File: config.mk
export PLATFORM = sky130hd
export DESIGN_NAME = cbcp_div
export DESIGN_NICKNAME = d
export VERILOG_FILES = /design/src/design/cbcp_div.sv
export SDC_FILE = /design/constraint.sdc
export NUM_CORES = 1
export LEC_CHECK = 0
export BUFFER_PORTS_ARGS = -buffer_cell sky130_fd_sc_hd__buf_4
export CAP_MARGIN = 20
export CORE_UTILIZATION = 55
export DETAILED_ROUTE_END_ITERATION = 6
export GPL_TIMING_DRIVEN = 0
export PLACE_DENSITY = 0.78
export SLEW_MARGIN = 0
export SYNTH_ARGS = -nofsm -noshare
export SYNTH_HDL_FRONTEND = slang
export SYNTH_SLANG_ARGS = --single-unit
File: constraint.sdc
create_clock -name clk -period 4.2 [get_ports clk]
set_clock_uncertainty 0.2 [all_clocks]
set_input_delay 0 -clock clk [delete_from_list [all_inputs] [get_ports clk]]
set_output_delay 0 -clock clk [all_outputs]
set_load 0.005 [all_outputs]
File: src/design/cbcp_div.sv
// ---------------------------------------------------------------------------
// cbcp_div: signed by unsigned divider
// Restoring division, one quotient bit per cycle, truncating toward zero.
// ---------------------------------------------------------------------------
module cbcp_div #(
  parameter int NW = 34,
  parameter int DW = 16
) (
  input  logic                 clk,
  input  logic                 rst,
  input  logic                 start,
  input  logic signed [NW-1:0] num,
  input  logic        [DW-1:0] den,
  output logic                 done,
  output logic signed [NW-1:0] quo
);

  localparam int CntW = $clog2(NW + 1);

  logic [NW-1:0]   mag;
  logic [DW-1:0]   rem;
  logic [DW-1:0]   dvs;
  logic [CntW-1:0] cnt;
  logic            run;
  logic            neg;
  logic [DW:0]     rem_s;
  logic            take;

  always_comb begin
    rem_s = {rem, mag[NW-1]};
    take  = (rem_s >= {1'b0, dvs});
    quo   = neg ? -$signed(mag) : $signed(mag);
  end

  always_ff @(posedge clk) begin
    if (rst) begin
      run  <= 1'b0;
      done <= 1'b0;
      cnt  <= '0;
    end else begin
      done <= 1'b0;
      if (start) begin
        run <= 1'b1;
        cnt <= CntW'(NW);
        neg <= num[NW-1];
        mag <= num[NW-1] ? NW'(-num) : NW'(num);
        dvs <= den;
        rem <= '0;
      end else if (run) begin
        if (take) begin
          rem <= DW'(rem_s - {1'b0, dvs});
        end else begin
          rem <= rem_s[DW-1:0];
        end
        mag <= {mag[NW-2:0], take};
        cnt <= cnt - CntW'(1);
        if (cnt == CntW'(1)) begin
          run  <= 1'b0;
          done <= 1'b1;
        end
      end
    end
  end

endmodule

## Word-level counts from Yosys, hierarchy flattened

Cells that the tools add are included.

- Logic and storage cells: 33
- Output and inout bits: 35
- Flip-flop bits (word level): 75

- Reduce and logical (&&, ||, !) cells: 5
- Equality and inequality tests: 1
- Bitwise operators: 2
- Add/subtract/negate cells: 4
- Magnitude comparators: 1
- Multiplexer cells: 12

Operators by type and width:

| kind | count |
|---|---|
| $mux 34 | 4 |
| $neg 34->34 | 2 |
| $mux 16 | 2 |
| $ge 17x16->1 | 1 |
| $sub 16x16->16 | 1 |
| $mux 6 | 2 |
| $eq 6x1->1 const B | 1 |
| $sub 6x1->6 const B | 1 |
| $mux 1 | 4 |
| $reduce_and 2->1 | 2 |
| $reduce_or 3->1 | 1 |
| $not 1->1 | 2 |
| $reduce_bool 2->1 | 1 |
| $reduce_or 2->1 | 1 |

## Longest topological paths before layout

- Word-level depth: 4
- Mapped depth: 11
- Gate-level depth less buffers: 10

## Worst setup path after synthesis

Ideal clock, no wire load.

- Path kind: flip-flop to flip-flop
- Start: reg run
- End: reg mag[0], enable pin
- Arrival: 2.595 ns
- Slack: 0.946 ns
- Stages on the path, launching flop included: 3
- Data required time: 3.541 ns
- Library setup time: 0.459 ns
- Clock period less this slack: 3.254 ns
- Path through: dfxtp_1 > nor2_1 > nor2_1

- Cells in the longest elaborated chain, start to end: 2

RTL lines:

| what | line | text |
|---|---|---|
| from (decl) | 24 | `logic run;` |
| from (signal assigned) | 37 | `run <= 1'b0;` |
| from (signal assigned) | 43 | `run <= 1'b1;` |
| from (signal assigned) | 58 | `run <= 1'b0;` |
| $reduce_bool 2->1 (no source line) | n/a |  |
| $reduce_and 2->1 (no source line) | n/a |  |
| to (signal assigned) | 46 | `mag <= num[NW-1] ? NW'(-num) : NW'(num);` |
| to (signal assigned) | 55 | `mag <= {mag[NW-2:0], take};` |
| to (decl) | 20 | `logic [NW-1:0] mag;` |

Every way passes these cells.
A chain may end at the register's enable or synchronous reset.

## Final worst setup path

- Start: reg rem[7]
- End: reg rem[13] (data pin)

- Cells in the longest elaborated chain, start to end: 3
- Elaborated cells on any way between the ends: 4
- Classes of those cells: 1 x add/sub; 1 x order compare; 2 x mux

RTL lines:

| what | line | text |
|---|---|---|
| from (decl) | 21 | `logic [DW-1:0] rem;` |
| from (signal assigned) | 51 | `rem <= DW'(rem_s - {1'b0, dvs});` |
| from (signal assigned) | 53 | `rem <= rem_s[DW-1:0];` |
| $sub 16x16->16 or $ge 17x16->1 (tied branches) | 51, 31 |  |
| $mux 16 (*) | 50 | `if (take) begin` |
| $mux 16 (*) | 49 | `end else if (run) begin` |

Every way passes the cells marked *; elsewhere a longest branch is shown, timed or not. The select of a mux whose other input is x is not followed.

==> qor.yml <==
clocking:
  cts.sink_count: 75
  cts_buffers: 9
  cts_tree: "yes"
  ctsRootBufferMaster: "sky130_fd_sc_hd__clkbuf_8"
  clk_pin_slew_worst_paths_ns: 0.08
  maximum_level_of_the_cts_h_tree: 3
  worst_skew_pair_later_pin_latency_ns: 0.35
  post_cts_resized: 0
  ctsLongestPathBuffers: 2
drt:
  avgRoutedWirePerCell_um: 17.22
  detailroute.via_count: 4817
  drtAntennaViolNets: 0
  drtIter0Drc: 282
  routed_wl_um: 14310
  detailed_route_drc_error_count: 0
  drt-vias-per-instance: 5.797
  detailedRoute.firstPassIterationCount: 5
power:
  netSwitchingFraction: 0.3028
  leakage_uw: 0.002696
  internal_power_uw: 1539
  pwr-share-comb: 0.296
  power.density_nw_per_um2: 321.9
  switching_power_uw: 668.3
  seq_power_share: 0.425
  power.ir.vdd_worst_uv: 180.4
  clockPowerShare: 0.279
cells_and_area:
  syn_to_final_growth_pct: 31.04
  layout_cells_excl_fill: 831
  postLayoutCoreUtil: 0.7420
  num-fill-cells: 668
  antenna-diode-count: 0
  post_route_cells_drive_above_1_share: 0.1838
  net_total_in_the_final_layout: 771
setup_path:
  critPathRequiredTime_ns: 4.08
  critPathMaxFanout: 10
  slowest_delay_ns: 0.51
  crit_path_top_delay_cell: "sky130_fd_sc_hd__a221oi_1"
  worstSetupStartpointType: "register"
  signal_arrival_time_at_the_worst_endpoint_ns: 3.10
  timing.critical_path.max_delay_family: "compound AO/OA/AOI/OAI gates"
  worst-path-buf-inv: 1
  crit_path_cell_trace: "ha_1 -> a21o_1 -> a221oi_1 -> o21ai_0 -> a221oi_1 -> o21ai_0 -> clkbuf_1 -> mux2i_1 -> nor2_1"
  timing_worst_setup_path_type: "register to register"
  kind_of_end_point_of_the_critical_path: "register"
synthesis:
  yosys.cell_count.top_type: "sky130_fd_sc_hd__edfxtp_1"
  syn-instance-count: 542
  postSynth.asyncResetShare: 0
  post-synth-top-area-fraction: 0.3845
  synth-seq-cells: 75
  cell_type_with_the_largest_total_area_after_synthesis: "sky130_fd_sc_hd__edfxtp_1"
  synth_area_per_cell_um2: 9.654
  synthDistinctLibCells: 59
  ys_seq_area_frac: 0.4151
  synth_edf_count: 67
  synth.yosys.warnings: 0
  dominantRegCellSynth: "sky130_fd_sc_hd__edfxtp_1"
  synthesis.area_um2: 5233
  postSynthNetCount: 616
  synth_top_cells_by_count: "67 x sky130_fd_sc_hd__edfxtp_1, 65 x sky130_fd_sc_hd__nor2_1, 44 x sky130_fd_sc_hd__a21oi_1, 40 x sky130_fd_sc_hd__xnor2_1, 39 x sky130_fd_sc_hd__xor2_1"
  synth_top_cells_by_area: "sky130_fd_sc_hd__edfxtp_1 38%, sky130_fd_sc_hd__xnor2_1 6.7%, sky130_fd_sc_hd__xor2_1 6.5%, sky130_fd_sc_hd__ha_1 4.8%, sky130_fd_sc_hd__nor2_1 4.7%"
global_route:
  grtUsageTotal: 0.2984
  largest_net_degree_at_the_start_of_global_routing: 29
  global_route.overflow_total: 0
  first_global_vias: 4867
  global_route_wire_length_before_repair_um: 22690
  initial_antenna_violation_count: 0
timing:
  timing_max_transition_violations_final: 0
  final.min_clock_period_ns: 3.225
  grt_setup_unrepaired: "false"
  max_freq_ghz: 0.3101
  tightest_pin_transition_ns: 0.9857
  setup_viol_count_final: 0
  max-slew-margin-rel: 0.3399
  hold_viol_final: 0
  final_period_util: 0.7679
flow_run:
  timing.max_cap.violations: 0
place:
  io_buffer_count: 86
  post_place_cells: 758
  finalWeightedCongestion: 0.8691
  place_hpwl_um: 9657
die:
  start_util: 0.5663
  die_height_um: 99.54
  num_rows: 35
  die_x_um: 99.54
  die-area_um2: 9908
  core-area_um2: 9240
  top_level_ports: 88
min_path:
  holdCritPathClass: "input pin to register"
outcome:
  status: "completed"
## per-stage QoR
stage / power, uW / hold slack, ns / setup slack [ns] / instance area [um^2] / setup TNS [ns]
floorplan: 1321 / -0.1011 / 0.9465 / 5233 / 0
global placement: 1522 / -0.02215 / -0.2406 / 6040 / -12.03
detailed placement: 1544 / -0.02055 / 1.050 / 6070 / 0
CTS: 2191 / 0.1652 / 1.028 / 6857 / 0
global route: 2303 / 0.1646 / 0.7225 / 6857 / 0
finish: 2207 / 0.1704 / 0.9750 / 6857 / 0
## cells in the final DEF (no fill, tap or decap), types with 6 or more instances in the layout
| cell | instances |
|---|---|
| sky130_fd_sc_hd__dlygate4sd3_1 | 57 |
| sky130_fd_sc_hd__xnor2_1 | 40 |
| sky130_fd_sc_hd__a21oi_1 | 44 |
| sky130_fd_sc_hd__dfxtp_1 | 8 |
| sky130_fd_sc_hd__o21ai_0 | 26 |
| sky130_fd_sc_hd__clkbuf_8 | 9 |
| sky130_fd_sc_hd__o41ai_1 | 7 |
| sky130_fd_sc_hd__nor3_1 | 11 |
| sky130_fd_sc_hd__mux2i_1 | 12 |
| sky130_fd_sc_hd__nor2_1 | 64 |
| sky130_fd_sc_hd__nand2_1 | 36 |
| sky130_fd_sc_hd__ha_1 | 20 |
| sky130_fd_sc_hd__xor2_1 | 39 |
| sky130_fd_sc_hd__nand3_1 | 11 |
| sky130_fd_sc_hd__edfxtp_1 | 67 |
| sky130_fd_sc_hd__o31ai_1 | 22 |
| sky130_fd_sc_hd__inv_1 | 25 |
| sky130_fd_sc_hd__or4_1 | 6 |
| sky130_fd_sc_hd__or3_1 | 7 |
| sky130_fd_sc_hd__buf_4 | 87 |
| sky130_fd_sc_hd__clkbuf_1 | 18 |
## final cells by class
type / instances / area [um^2] / area share
flip-flops and latches: 75 / 2172 / 0.3168
multi-input cells: 420 / 2889 / 0.4214
clock buffers: 9 / 123.9 / 0.01807
repair buffers: 144 / 1236 / 0.1803
clock inverters: 7 / 92.59 / 0.01350
inverters: 25 / 93.84 / 0.01369
plain buffers: 22 / 87.58 / 0.01277
well taps: 129 / 161.4 / 0.02354
## power by group through the flow
stage	clock network [uW]	logic (uW)	registers [uW]
finish	616	652	938
global route	650	709	944
CTS	616	639	937
detailed placement	0	590	954
global placement	0	569	953
floorplan	0	380	941
## final timing paths
| kind | slack (ns) | from | endpoint | depth (start not counted) |
|---|---|---|---|---|
| max | 0.97 | rem[7]$_SDFFCE_PP0P_ | rem[13]$_SDFFCE_PP0P_ | 9 |
| min | 0.17 | den[6] | dvs[6]$_DFFE_PP_ | 2 |
| max reg2reg | 0.97 | rem[7]$_SDFFCE_PP0P_ | rem[13]$_SDFFCE_PP0P_ | 9 |
| min reg2reg | 0.38 | cnt[5]$_SDFFE_PP0N_ | cnt[5]$_SDFFE_PP0N_ | 3 |
## state kept, by name, indices dropped and copies added (netlist names)
register and count:
mag 34, rem 16, done 1, cnt 6
run 1, dvs 16, neg 1
## metal layers
metal  share of wire  vias to the layer above  track usage
li1                -                     2281            -
met1            0.39                     2280       0.3486
met2            0.51                      228       0.5288
met3           0.078                       28      0.06044
met4           0.023                        0       0.1346
met5               0                        -            0
## cells by family (layout without fill, tap and decap cells)
group                      after synthesis  after routing  share of synthesized area
and+or+nand+nor                        179            179                     0.1829
AOI/OAI and AO/OA                      128            128                     0.1583
xor gates and xnor gates                79             79                     0.1322
DFF                                     75             75                     0.4151
buffers and inverters                   47            207                    0.03467
adders and majority gates               21             21                    0.05165
muxes                                   13             13                    0.02511
## repair_timing
action	4_1_cts	5_1_grt
hold buffers	57	0
setup buffers	0	0
hold endpoints to repair	59	0
Note: power is estimated with default switching activity, not from simulation.
