**src/design/cbcp_isqrt.sv**
```systemverilog
// ---------------------------------------------------------------------------
// cbcp_isqrt: integer square root
// Floor square root of a 32-bit value, two radicand bits per cycle.
// ---------------------------------------------------------------------------
module cbcp_isqrt (
  input  logic        clk,
  input  logic        rst,
  input  logic        start,
  input  logic [31:0] radicand,
  output logic        done,
  output logic [15:0] root
);

  logic [31:0] rad;
  logic [16:0] rem;
  logic [4:0]  cnt;
  logic        run;
  logic [18:0] rem_s;
  logic [18:0] trial;
  logic        take;

  always_comb begin
    rem_s = {rem, rad[31:30]};
    trial = {1'b0, root, 2'b01};
    take  = (rem_s >= trial);
  end

  always_ff @(posedge clk) begin
    if (rst) begin
      run  <= 1'b0;
      done <= 1'b0;
      cnt  <= '0;
    end else begin
      done <= 1'b0;
      if (start) begin
        run  <= 1'b1;
        cnt  <= 5'd16;
        rad  <= radicand;
        rem  <= '0;
        root <= '0;
      end else if (run) begin
        rad <= {rad[29:0], 2'b00};
        if (take) begin
          rem  <= 17'(rem_s - trial);
          root <= {root[14:0], 1'b1};
        end else begin
          rem  <= rem_s[16:0];
          root <= {root[14:0], 1'b0};
        end
        cnt <= cnt - 5'd1;
        if (cnt == 5'd1) begin
          run  <= 1'b0;
          done <= 1'b1;
        end
      end
    end
  end

endmodule

```
**config.mk**
```make
export PLATFORM = sky130hd
export DESIGN_NAME = cbcp_isqrt
export DESIGN_NICKNAME = d
export VERILOG_FILES = /design/src/design/cbcp_isqrt.sv
export SDC_FILE = /design/constraint.sdc
export NUM_CORES = 1
export LEC_CHECK = 0
export BUFFER_PORTS_ARGS = -buffer_cell sky130_fd_sc_hd__clkbuf_2
export CAP_MARGIN = 10
export CORE_MARGIN = 4
export CORE_UTILIZATION = 25
export DETAILED_ROUTE_END_ITERATION = 6
export PLACE_DENSITY = 0.5
export SYNTH_ARGS = -nofsm -noshare
export SYNTH_HDL_FRONTEND = slang
export SYNTH_SLANG_ARGS = --single-unit
```
**constraint.sdc**
```tcl
create_clock -name clk -period 5.5 [get_ports clk]
set_input_delay 0.825 -clock clk [delete_from_list [all_inputs] [get_ports clk]]
set_output_delay 0.825 -clock clk [all_outputs]
set_load 0.02 [all_outputs]
```
After elaboration in Yosys (flattened, before gate mapping)
Index checks and enable logic that the tools add are counted.
{"block": "totals", "ff_bits": 72, "latch_bits": 0, "ram_bits": 0, "mem_bits_ro": 0, "input_bits": 35, "output_inout_bits": 17, "word_cells": 29, "memories": 0}
{"block": "classes", "add_sub_neg": 2, "multipliers": 0, "div": 0, "n_lt_le_gt_ge": 1, "n_eq_ne": 1, "shift": 0, "muxes": 12, "bitwise_logic": 2, "n_reduce_logical": 4}
{"op": "$mux 32", "count": 2}
{"op": "$mux 17", "count": 2}
{"op": "$ge 19x18->1", "count": 1}
{"op": "$sub 17x17->17", "count": 1}
{"op": "$mux 16", "count": 1}
{"op": "$mux 5", "count": 2}
{"op": "$eq 5x1->1 const B", "count": 1}
{"op": "$mux 1", "count": 5}
{"op": "$sub 5x1->5 const B", "count": 1}
{"op": "$reduce_or 3->1", "count": 1}
{"op": "$not 1->1", "count": 2}
{"op": "$reduce_and 2->1", "count": 1}
{"op": "$reduce_bool 2->1", "count": 1}
{"op": "$reduce_or 2->1", "count": 1}

Depth between registers and ports, before layout
Gate-level depths: netlist (run 1).
{"block": "depth", "word_depth": 4, "mapped_depth": 11, "depth_no_buf": 9}

Least setup slack after synthesis (run 1)
OpenSTA, ideal clock, no wires.
{"block": "synth_path", "path_kind": "input port to flip-flop", "start": "input port start", "end": "register rad[0] (enable)", "setup_ps": 488, "t_arrival_ps": 4083, "t_required_ps": 5012, "setup_slack_ps": 928, "path_stages": 4, "n_path_buf": 2, "cell_sequence": "clkbuf_1 -> clkbuf_1 -> nor2_1 -> nor2_1"}
{"block": "synth_between", "elab_chain_len": 2}
{"item": "start: declaration", "line": "8", "text": "input logic start,"}
{"item": "$reduce_bool 2->1 (no line)"}
{"item": "$reduce_and 2->1 (no line)"}
{"item": "end signal: assignment", "line": "38", "text": "rad <= radicand;"}
{"item": "end signal: assignment", "line": "42", "text": "rad <= {rad[29:0], 2'b00};"}
{"item": "end: declaration", "line": "14", "text": "logic [31:0] rad;"}
No other way between the ends.
A chain may end at the register's enable or synchronous reset.

Final worst setup path (run 1)
{"block": "layout_path", "start": "register root[2]", "end": "register rem[5], data pin"}
{"block": "layout_between", "elab_chain_len": 3, "word_cells_on_any_way": 4, "classes_between": "add/sub: 1; order compare: 1; mux: 2"}
{"item": "start: declaration", "line": "11", "text": "output logic [15:0] root"}
{"item": "start signal: assignment", "line": "45", "text": "root <= {root[14:0], 1'b1};"}
{"item": "start signal: assignment", "line": "48", "text": "root <= {root[14:0], 1'b0};"}
{"item": "$sub 17x17->17 or $ge 19x18->1 (tied branches)", "line": "44, 25"}
{"item": "$mux 17 (*)", "line": "43", "text": "if (take) begin"}
{"item": "$mux 17 (*)", "line": "41", "text": "end else if (run) begin"}
{"item": "end signal: assignment", "line": "44", "text": "rem <= 17'(rem_s - trial);"}
{"item": "end signal: assignment", "line": "47", "text": "rem <= rem_s[16:0];"}
{"item": "end: declaration", "line": "15", "text": "logic [16:0] rem;"}
Every way passes the cells marked *; elsewhere a longest branch is shown, timed or not. The select of a mux whose other input is x is not followed.

==> results of run 1 <==
tightest hold or removal path, stage by stage, from the launching register on:
cell and delay (ns):
dfxtp_1 0.33, nor2_1 0.08, a2111oi_0 0.06
worst max-delay path by stage:
stage | startpoint | end | slack (ns)
after global routing | root[2]$_SDFFCE_PP0P_ | rem[5]$_SDFFCE_PP0P_ | 2.52
after floorplan | start | rad[0]$_SDFFCE_PN0P_ | 0.93
after detailed placement | root[2]$_SDFFCE_PP0P_ | rem[5]$_SDFFCE_PP0P_ | 2.73
final | root[2]$_SDFFCE_PP0P_ | rem[5]$_SDFFCE_PP0P_ | 2.77
after CTS | root[2]$_SDFFCE_PP0P_ | rem[5]$_SDFFCE_PP0P_ | 2.71
after global placement | root[2]$_SDFFCE_PP0P_ | rem[4]$_SDFFCE_PP0P_ | 2.82
synth_stat cells, types with 3 or more instances:
library cell / count
a21o_1: 5
xor2_1: 6
nor3_1: 7
xnor2_1: 11
nand4_1: 4
nand2b_1: 5
o21ai_0: 9
mux2i_1: 11
clkbuf_1: 8
ha_1: 20
clkbuf_2: 3
edfxtp_1: 65
a211oi_1: 3
a21oi_1: 19
nor2_1: 39
o21a_1: 3
o211ai_1: 4
mux2_2: 30
dfxtp_1: 7
nand2_1: 15
inv_1: 23
area by class of cell:
type / instances / share of cell area [%]
Clock inverter: 5 / 0.819
Clock buffer: 11 / 5.54
Multi-Input combinational cell: 216 / 35.1
Tap cell: 188 / 5.13
Inverter: 23 / 1.88
Timing Repair Buffer: 53 / 5.90
Sequential cell: 72 / 45.6
report_power, final:
part | internal (mW) | total (mW) | switching, mW
sequential | 0.650 | 0.668 | 0.0183
clock | 0.336 | 0.571 | 0.235
combinational | 0.124 | 0.287 | 0.163
total | 1.11 | 1.53 | 0.416
cell families (layout without fill, tap and decap cells):
group                      count (synthesis)  in the layout  share of synthesized area, %
adders and majority gates                 20             20                          6.51
and+or+nand+nor                           82             82                          9.67
xor gates and xnor gates                  17             17                          3.87
muxes                                     41             41                          11.7
AOI/OAI and AO/OA                         56             56                          9.93
buffers and inverters                     36             92                          3.91
DFF                                       72             72                          54.4
per-stage QoR:
stage	setup WS [ns]	instance area, sq um	utilization [%]
2_1_floorplan	0.928	3840	-
5_1_grt	2.52	4580	30.3
4_1_cts	2.71	4580	30.3
6_report	2.77	4580	30.3
3_5_place_dp	2.73	4290	28.3
3_3_place_gp	2.82	4290	28.3
per-layer routing:
layer / global-route usage [%] / share of wire [%] / up-vias
li1: - / - / 1285
met1: 11.4 / 45 / 1272
met2: 14.8 / 46 / 56
met3: 4.39 / 7.0 / 9
met4: 3.68 / 1.8 / 0
met5: 0 / 0 / -
sequential cells by signal, summed over array words and instances (netlist names):
register,count
rad,32
rem,17
root,16
cnt,5
done,1
run,1
==> flow_summary.yaml, run 1 <==
status:
  status: "finished, final reports clean"
global_route:
  grt_usage_pct: 9.48
  grt_first_pass_wirelength_microns: 13200
  grt_antenna_before_repair: 0
  grt_pass1_vias: 2642
  grt_max_degree: 69
  grt_overflow: 0
routing:
  vias: 2622
  wire_per_inst_microns: 13.8
  drtIter0Drc: 160
  drc: 0
  ant_nets: 0
  routed_via_density: 4.62
  drt_wl_total_microns: 7850
  first_pass_iters: 4
setup_path:
  critPathRequiredTime_ns: 5.56
  r2r-start: "root[2]$_SDFFCE_PP0P_"
  crit_family: "compound AO/OA/AOI/OAI gates"
  path_max_fanout: 17
  path_cells: "inv_1 -> ha_1 -> o211ai_1 -> o21ai_2 -> o211ai_2 -> a21o_1 -> o211ai_4 -> mux2i_1 -> nor2_1"
  reg2regPathDepth: 9
  timing.rr.end: "rem[5]$_SDFFCE_PP0P_"
  crit_buf_inv: 1
  crit_path_end_kind: "flip-flop"
  cp.arrival_ns: 2.79
  crit_path_max_incr_delay_ns: 0.59
  start_kind: "flip-flop"
  crit_type: "reg -> reg"
  cp_slowest_cell: "o211ai_4"
  rrSetupSlack_ns: 2.77
  path_depth: 9
synthesis:
  synth_top_area_cell: "edfxtp_1"
  synth_enable_flop_cells: 65
  ys_types: 41
  ys_top_cells_by_area: "edfxtp_1 51%, mux2_2 8.8%, ha_1 6.5%"
  ys.flop_type: "edfxtp_1"
  async_flop_share_pct: 0
  synth_seq_cells: 72
  synthesis.nets: 379
  synth_cells: 324
  synth_area_per_cell_sq_um: 11.9
  synth.cell_area_sq_um: 3840
  ys_seq_area_share_pct: 54.4
  ys.warnings.count: 0
  synth_top_cell_area_share_pct: 50.8
finish:
  antennaDiodeCount: 0
  fin_nets: 430
  nFillCells: 1554
  layout.cells.non_filler: 568
  layout_commonest_cell: "edfxtp_1"
  drive_gt1_share_pct: 26.8
  layout_common_cells: "65 x edfxtp_1, 51 x clkbuf_2, 38 x nor2_1"
  regArea_sq_um: 2090
  multi_input_area_sq_um: 1610
  area_growth_syn_to_layout_pct: 19.3
cts:
  cts_root_buf: "clkbuf_16"
  cts_tree: "yes"
  cts_buffer_depth: 2
  clock_latency_ns: 0.34
  cts_setup_buffers: 0
  htree_levels: 3
  cts_hold_buf: 0
  clkSlewWorstSetupHoldPaths_ns: 0.06
  cts_buffers: 9
  cts_resized: 0
  clock-sinks: 72
sta:
  fmax_mhz: 367
  period_minus_slack_ns: 2.73
  setup_tns_ns: 0
  tightest_slew_ns: 0.787
  period_share_pct: 49.6
  whs_ns: 0.512
  finalHoldViolations: 0
  rsz0062_at_grt: "no"
  maxSlewHeadroom_pct: 47.5
  timing.clock.skew_ns: 0.00666
  setup_viol: 0
  final-max-slew-violation-count: 0
place:
  gp_congestion: 0.801
  numPortBuffers: 51
  place_hpwl_microns: 5470
  dp.cells: 552
run:
  maxCapViolCount: 0
hold_path:
  hp-class: "reg -> reg"
  hold_depth: 2
  min-delay-start: "cnt[1]$_SDFFE_PP0P_"
  hold_end: "cnt[1]$_SDFFE_PP0P_"
die:
  core_sq_um: 15100
  die_x_microns: 132
  ios: 52
  dieArea_sq_um: 17400
  die_y_microns: 132
  num_rows: 45
  initial_core_util_pct: 25.4
power_and_ir_drop:
  power_mw: 1.53
  powerDensity_nw_per_um2: 333
  ir_drop_uv: 188
  leakagePower_nw: 1.84
Note: power is estimated with default switching activity, not from simulation.
==> run 2, diff against run 1 <==
--- a/config.mk
+++ b/config.mk
@@ -10,7 +10,7 @@
 export CORE_MARGIN = 4
 export CORE_UTILIZATION = 25
 export DETAILED_ROUTE_END_ITERATION = 6
-export PLACE_DENSITY = 0.5
+export PLACE_DENSITY = 0.52
 export SYNTH_ARGS = -nofsm -noshare
 export SYNTH_HDL_FRONTEND = slang
 export SYNTH_SLANG_ARGS = --single-unit
==> constraint.sdc (replaced) <==
create_clock -name clk -period 2.2 [get_ports clk]
set_input_delay 0.33 -clock clk [delete_from_list [all_inputs] [get_ports clk]]
set_output_delay 0.33 -clock clk [all_outputs]
set_load 0.02 [all_outputs]
==> flow_summary.yaml, run 2 (synthesis results as in run 1) <==
status:
  status: "complete, but fails checks"
  violations: "setup timing"
cts:
  cts_root_buf: "clkbuf_16"
  cts_buffers: 9
  cts_tree: "yes"
  cts_buffer_depth: 2
  clkSlewWorstSetupHoldPaths_ns: 0.06
  clock-sinks: 72
  clock_latency_ns: 0.33
  htree_levels: 3
finish:
  fin_nets: 489
  layout_common_cells: "65 x edfxtp_1, 57 x buf_4, 51 x clkbuf_2"
  layout_commonest_cell: "edfxtp_1"
  top_register: "rad"
  drive_gt1_share_pct: 40.6
  top_regs: "rad (32), rem (17), root (16)"
  finalInstanceArea_sq_um: 5160
  largest_reg_flops: 32
  antennaDiodeCount: 0
  layout.cells.non_filler: 626
  area_growth_syn_to_layout_pct: 34.3
place:
  dp.cells: 607
  dpl_cell_area_sq_um: 4780
  gp_congestion: 0.818
  dpl_worst_slack_ns: -0.125
  place_hpwl_microns: 5950
  numPortBuffers: 51
sta:
  period_minus_slack_ns: 2.27
  rsz0062_at_grt: "yes"
  finalHoldViolations: 0
  setup_tns_ns: -0.538
  tightest_slew_ns: 0.410
  period_share_pct: 103
  final-max-slew-violation-count: 0
  setup_viol: 12
  fmax_mhz: 441
  timing.clock.skew_ns: 0.00800
  setup_ws_ns: -0.0689
  maxSlewHeadroom_pct: 72.7
global_route:
  grt_pass1_vias: 2825
  gr-usage-met2_pct: 15.7
  grt_antenna_before_repair: 0
  grt_usage_pct: 9.59
  grt_first_pass_wirelength_microns: 13600
  top_usage_layer: "met2"
  grt_overflow: 0
  grt_max_degree: 52
  met3_usage_pct: 4.24
  use_met1_pct: 11.3
power_and_ir_drop:
  ir_drop_uv: 448
  leakagePower_nw: 2.13
  powerDensity_nw_per_um2: 786
  power_mw: 4.06
die:
  core_sq_um: 15100
  num_rows: 45
  initial_core_util_pct: 25.4
  die_x_microns: 132
  die_y_microns: 132
  ios: 52
  dieArea_sq_um: 17400
setup_path:
  crit_type: "reg -> reg"
  critPathRequiredTime_ns: 2.28
  path_max_fanout: 9
  cp.arrival_ns: 2.35
  start_kind: "flip-flop"
  crit_path_end_kind: "flip-flop"
routing:
  vias: 2781
  drt_wl_total_microns: 8020
  routed_via_density: 4.44
  drtIter0Drc: 115
  ant_nets: 0
  drc: 0
  first_pass_iters: 4
  wire_per_inst_microns: 12.8
hold_path:
  hp-class: "in -> reg"
run:
  maxCapViolCount: 0
[run 2: cell types whose count changed in the layout (fill, tap and decap cells not counted), moves of 3 or more]
cell / before / now
o21ai_0: 9 / 6
inv_1: 23 / 20
inv_2: 0 / 3
ha_4: 0 / 4
a21oi_1: 19 / 16
buf_12: 0 / 3
a21oi_2: 0 / 3
ha_1: 20 / 14
buf_4: 2 / 57
[run 2: worst paths after layout]
path                   startpoint                    to  slack, ns  depth (start not counted)
max          rem[2]$_SDFFCE_PP0P_  rem[2]$_SDFFCE_PP0P_      -0.07                          9
min reg2reg   cnt[1]$_SDFFE_PP0P_   cnt[1]$_SDFFE_PP0P_       0.51                          2
max reg2reg  rem[2]$_SDFFCE_PP0P_  rem[2]$_SDFFCE_PP0P_      -0.07                          9
min                   radicand[0]  rad[0]$_SDFFCE_PN0P_       0.28                          2
[run 2: through the flow]
stage,hold slack (ns),utilization (%)
6_report,0.276,34.1
5_1_grt,0.271,34.1
4_1_cts,0.260,33.7
3_5_place_dp,0.509,31.6
3_3_place_gp,0.488,31.6
2_1_floorplan,0.469,-
[run 2: power by group]
| group | switching (mW) | internal (mW) |
|---|---|---|
| Sequential | 0.0463 | 1.62 |
| Clock | 0.571 | 0.876 |
| Combinational | 0.462 | 0.476 |
| Total | 1.08 | 2.98 |
[run 2: critical path, stage by stage (launching register included)]
cell	delay, ns
edfxtp_1	0.43
ha_4	0.32
o211ai_1	0.10
o21ai_2	0.20
o211ai_2	0.10
a21o_1	0.21
o211ai_4	0.21
buf_12	0.17
mux2i_1	0.21
nor2_1	0.07
[run 2: metal layers]
layer / wire [microns] / part of all wire [%]
met3: 594 / 7.4
met2: 3700 / 46
met4: 132 / 1.6
met1: 3590 / 45
met5: 0 / 0
[run 2: layout make-up]
type	count	area, sq um
Tap cell	188	235
Fill cell	1529	9980
Clock inverter	6	70.1
Multi-Input combinational cell	216	1700
Clock buffer	9	225
Sequential cell	72	2090
Timing Repair Buffer	112	754
Inverter	23	86.3
[run 2: repair_timing]
action	CTS	global route
pin swaps	4	2
hold buffers	0	0
cloned	0	0
setup buffers	1	3
endpoints found under the setup margin	16	18
gates resized for setup	6	9
==> run 3, diff against run 2 <==
--- a/config.mk
+++ b/config.mk
@@ -10,6 +10,7 @@
 export CORE_MARGIN = 4
 export CORE_UTILIZATION = 25
 export DETAILED_ROUTE_END_ITERATION = 6
+export MAX_ROUTING_LAYER = met4
 export PLACE_DENSITY = 0.52
 export SYNTH_ARGS = -nofsm -noshare
 export SYNTH_HDL_FRONTEND = slang
==> flow_summary.yaml, run 3 (synthesis results as in run 1) <==
cts:
  clock_latency_ns: 0.33
  clkSlewWorstSetupHoldPaths_ns: 0.06
  cts_buffer_depth: 2
  cts_root_buf: "clkbuf_16"
  cts_buffers: 9
  cts_tree: "yes"
  clock-sinks: 72
  htree_levels: 3
finish:
  layout_commonest_cell: "edfxtp_1"
  area_growth_syn_to_layout_pct: 34.3
  drive_gt1_share_pct: 40.6
  fin_nets: 489
  largest_reg_flops: 32
  layout_common_cells: "65 x edfxtp_1, 57 x buf_4, 51 x clkbuf_2"
  top_regs: "rad (32), rem (17), root (16)"
  antennaDiodeCount: 0
  layout.cells.non_filler: 626
  top_register: "rad"
setup_path:
  crit_type: "reg -> reg"
  crit_path_max_incr_delay_ns: 0.43
  timing.rr.end: "rem[2]$_SDFFCE_PP0P_"
  cp.arrival_ns: 2.35
  critPathRequiredTime_ns: 2.28
  crit_family: "compound AO/OA/AOI/OAI gates"
  cp_slowest_cell: "edfxtp_1"
  rrSetupSlack_ns: -0.07
  crit_buf_inv: 1
  start_kind: "flip-flop"
  path_max_fanout: 9
  path_cells: "ha_4 -> o211ai_1 -> o21ai_2 -> o211ai_2 -> a21o_1 -> o211ai_4 -> buf_12 -> mux2i_1 -> nor2_1"
  r2r-start: "rem[2]$_SDFFCE_PP0P_"
  reg2regPathDepth: 9
  crit_path_end_kind: "flip-flop"
status:
  violations: "setup timing"
  status: "complete, but fails checks"
die:
  ios: 52
  die_x_microns: 132
  core_sq_um: 15100
  initial_core_util_pct: 25.4
  die_y_microns: 132
  num_rows: 45
  dieArea_sq_um: 17400
global_route:
  met3_usage_pct: 3.51
  grt_usage_pct: 9.88
  gr-usage-met2_pct: 15.6
  use_met1_pct: 11.8
  grt_max_degree: 52
  grt_overflow: 0
  grt_first_pass_wirelength_microns: 13500
  grt_antenna_before_repair: 0
  grt_pass1_vias: 2838
  top_usage_layer: "met2"
power_and_ir_drop:
  netSwitchingPower_mw: 1.08
  leakagePower_nw: 2.13
  ir_drop_uv: 448
  clock_power_share_pct: 35.7
  power.share.sequential_pct: 41.2
  swShare_pct: 26.6
  power.internal_mw: 2.98
  powerDensity_nw_per_um2: 786
  combinationalPowerShare_pct: 23.1
  power_mw: 4.06
sta:
  setup_ws_ns: -0.0691
  period_minus_slack_ns: 2.27
  finalHoldViolations: 0
  final-max-slew-violation-count: 0
  fmax_mhz: 441
  tightest_slew_ns: 0.409
  timing.clock.skew_ns: 0.00796
  rsz0062_at_grt: "yes"
  period_share_pct: 103
  maxSlewHeadroom_pct: 72.7
  setup_viol: 12
place:
  gp_congestion: 0.830
  dp.cells: 607
  numPortBuffers: 51
  place_hpwl_microns: 5950
routing:
  drt_wl_total_microns: 8020
  routed_via_density: 4.46
  ant_nets: 0
  first_pass_iters: 4
  wire_per_inst_microns: 12.8
  drtIter0Drc: 124
  drc: 0
  vias: 2789
hold_path:
  hold_depth: 2
  hp-class: "in -> reg"
  hold_end: "rad[0]$_SDFFCE_PN0P_"
  min-delay-start: "radicand[0]"
run:
  maxCapViolCount: 0
run 3: what timing repair did:
item	4_1_cts	5_1_grt
pin swaps	4	2
gates cloned	0	0
resized for setup	6	9
endpoints found under the setup margin	16	18
hold endpoints to repair	0	0
hold buffers	0	0
buffers inserted	1	3
run 3: routing by layer:
| metal | part of all wire [%] | wire length [microns] |
|---|---|---|
| met1 | 47 | 3750 |
| met2 | 46 | 3680 |
| met3 | 6.0 | 483 |
| met4 | 1.4 | 112 |
| met5 | 0 | 0 |
run 3: worst max-delay path by stage:
stage / from / to / depth (start not counted)
after global routing: rem[2]$_SDFFCE_PP0P_ / rem[2]$_SDFFCE_PP0P_ / 9
after global placement: root[4]$_SDFFCE_PP0P_ / rem[13]$_SDFFCE_PP0P_ / 8
after detailed placement: rem[1]$_SDFFCE_PP0P_ / rem[9]$_SDFFCE_PP0P_ / 9
after floorplan: root[1]$_SDFFCE_PP0P_ / rem[2]$_SDFFCE_PP0P_ / 10
after CTS: rem[1]$_SDFFCE_PP0P_ / rem[2]$_SDFFCE_PP0P_ / 9
final: rem[2]$_SDFFCE_PP0P_ / rem[2]$_SDFFCE_PP0P_ / 9
run 3: power by group through the flow:
stage	clock [mW]	sequential, mW	combinational, mW
detailed placement	0	1.70	0.907
finish	1.45	1.67	0.938
global placement	0	1.70	0.901
global route	1.56	1.68	1.05
floorplan	0	1.71	0.558
CTS	1.50	1.67	0.925
run 3: worst reg2reg max path, cell delays in order (launching register included):
cell,delay (ns)
edfxtp_1,0.43
ha_4,0.32
o211ai_1,0.10
o21ai_2,0.20
o211ai_2,0.10
a21o_1,0.21
o211ai_4,0.21
buf_12,0.17
mux2i_1,0.21
nor2_1,0.07
run 3: through the flow:
stage	setup TNS, ns	hold WS (ns)	worst slack (ns)	util (%)	cell area (sq um)
finish	-0.528	0.275	-0.0691	34.1	5160
global route	-2.96	0.271	-0.236	34.1	5160
CTS	-0.793	0.260	-0.113	33.7	5100
detailed placement	-1.24	0.509	-0.125	31.6	4780
global placement	-0.715	0.488	-0.104	31.6	4780
floorplan	-7.69	0.469	-0.249	-	3890
run 3: cell type report:
| cell class | count | area [sq um] |
|---|---|---|
| repair buffers | 112 | 754 |
| inverters | 23 | 86.3 |
| multi-input cells | 216 | 1700 |
| well taps | 188 | 235 |
| flip-flops and latches | 72 | 2090 |
| clock buffers | 9 | 225 |
| clock inverters | 6 | 70.1 |
| fillers | 1529 | 9980 |
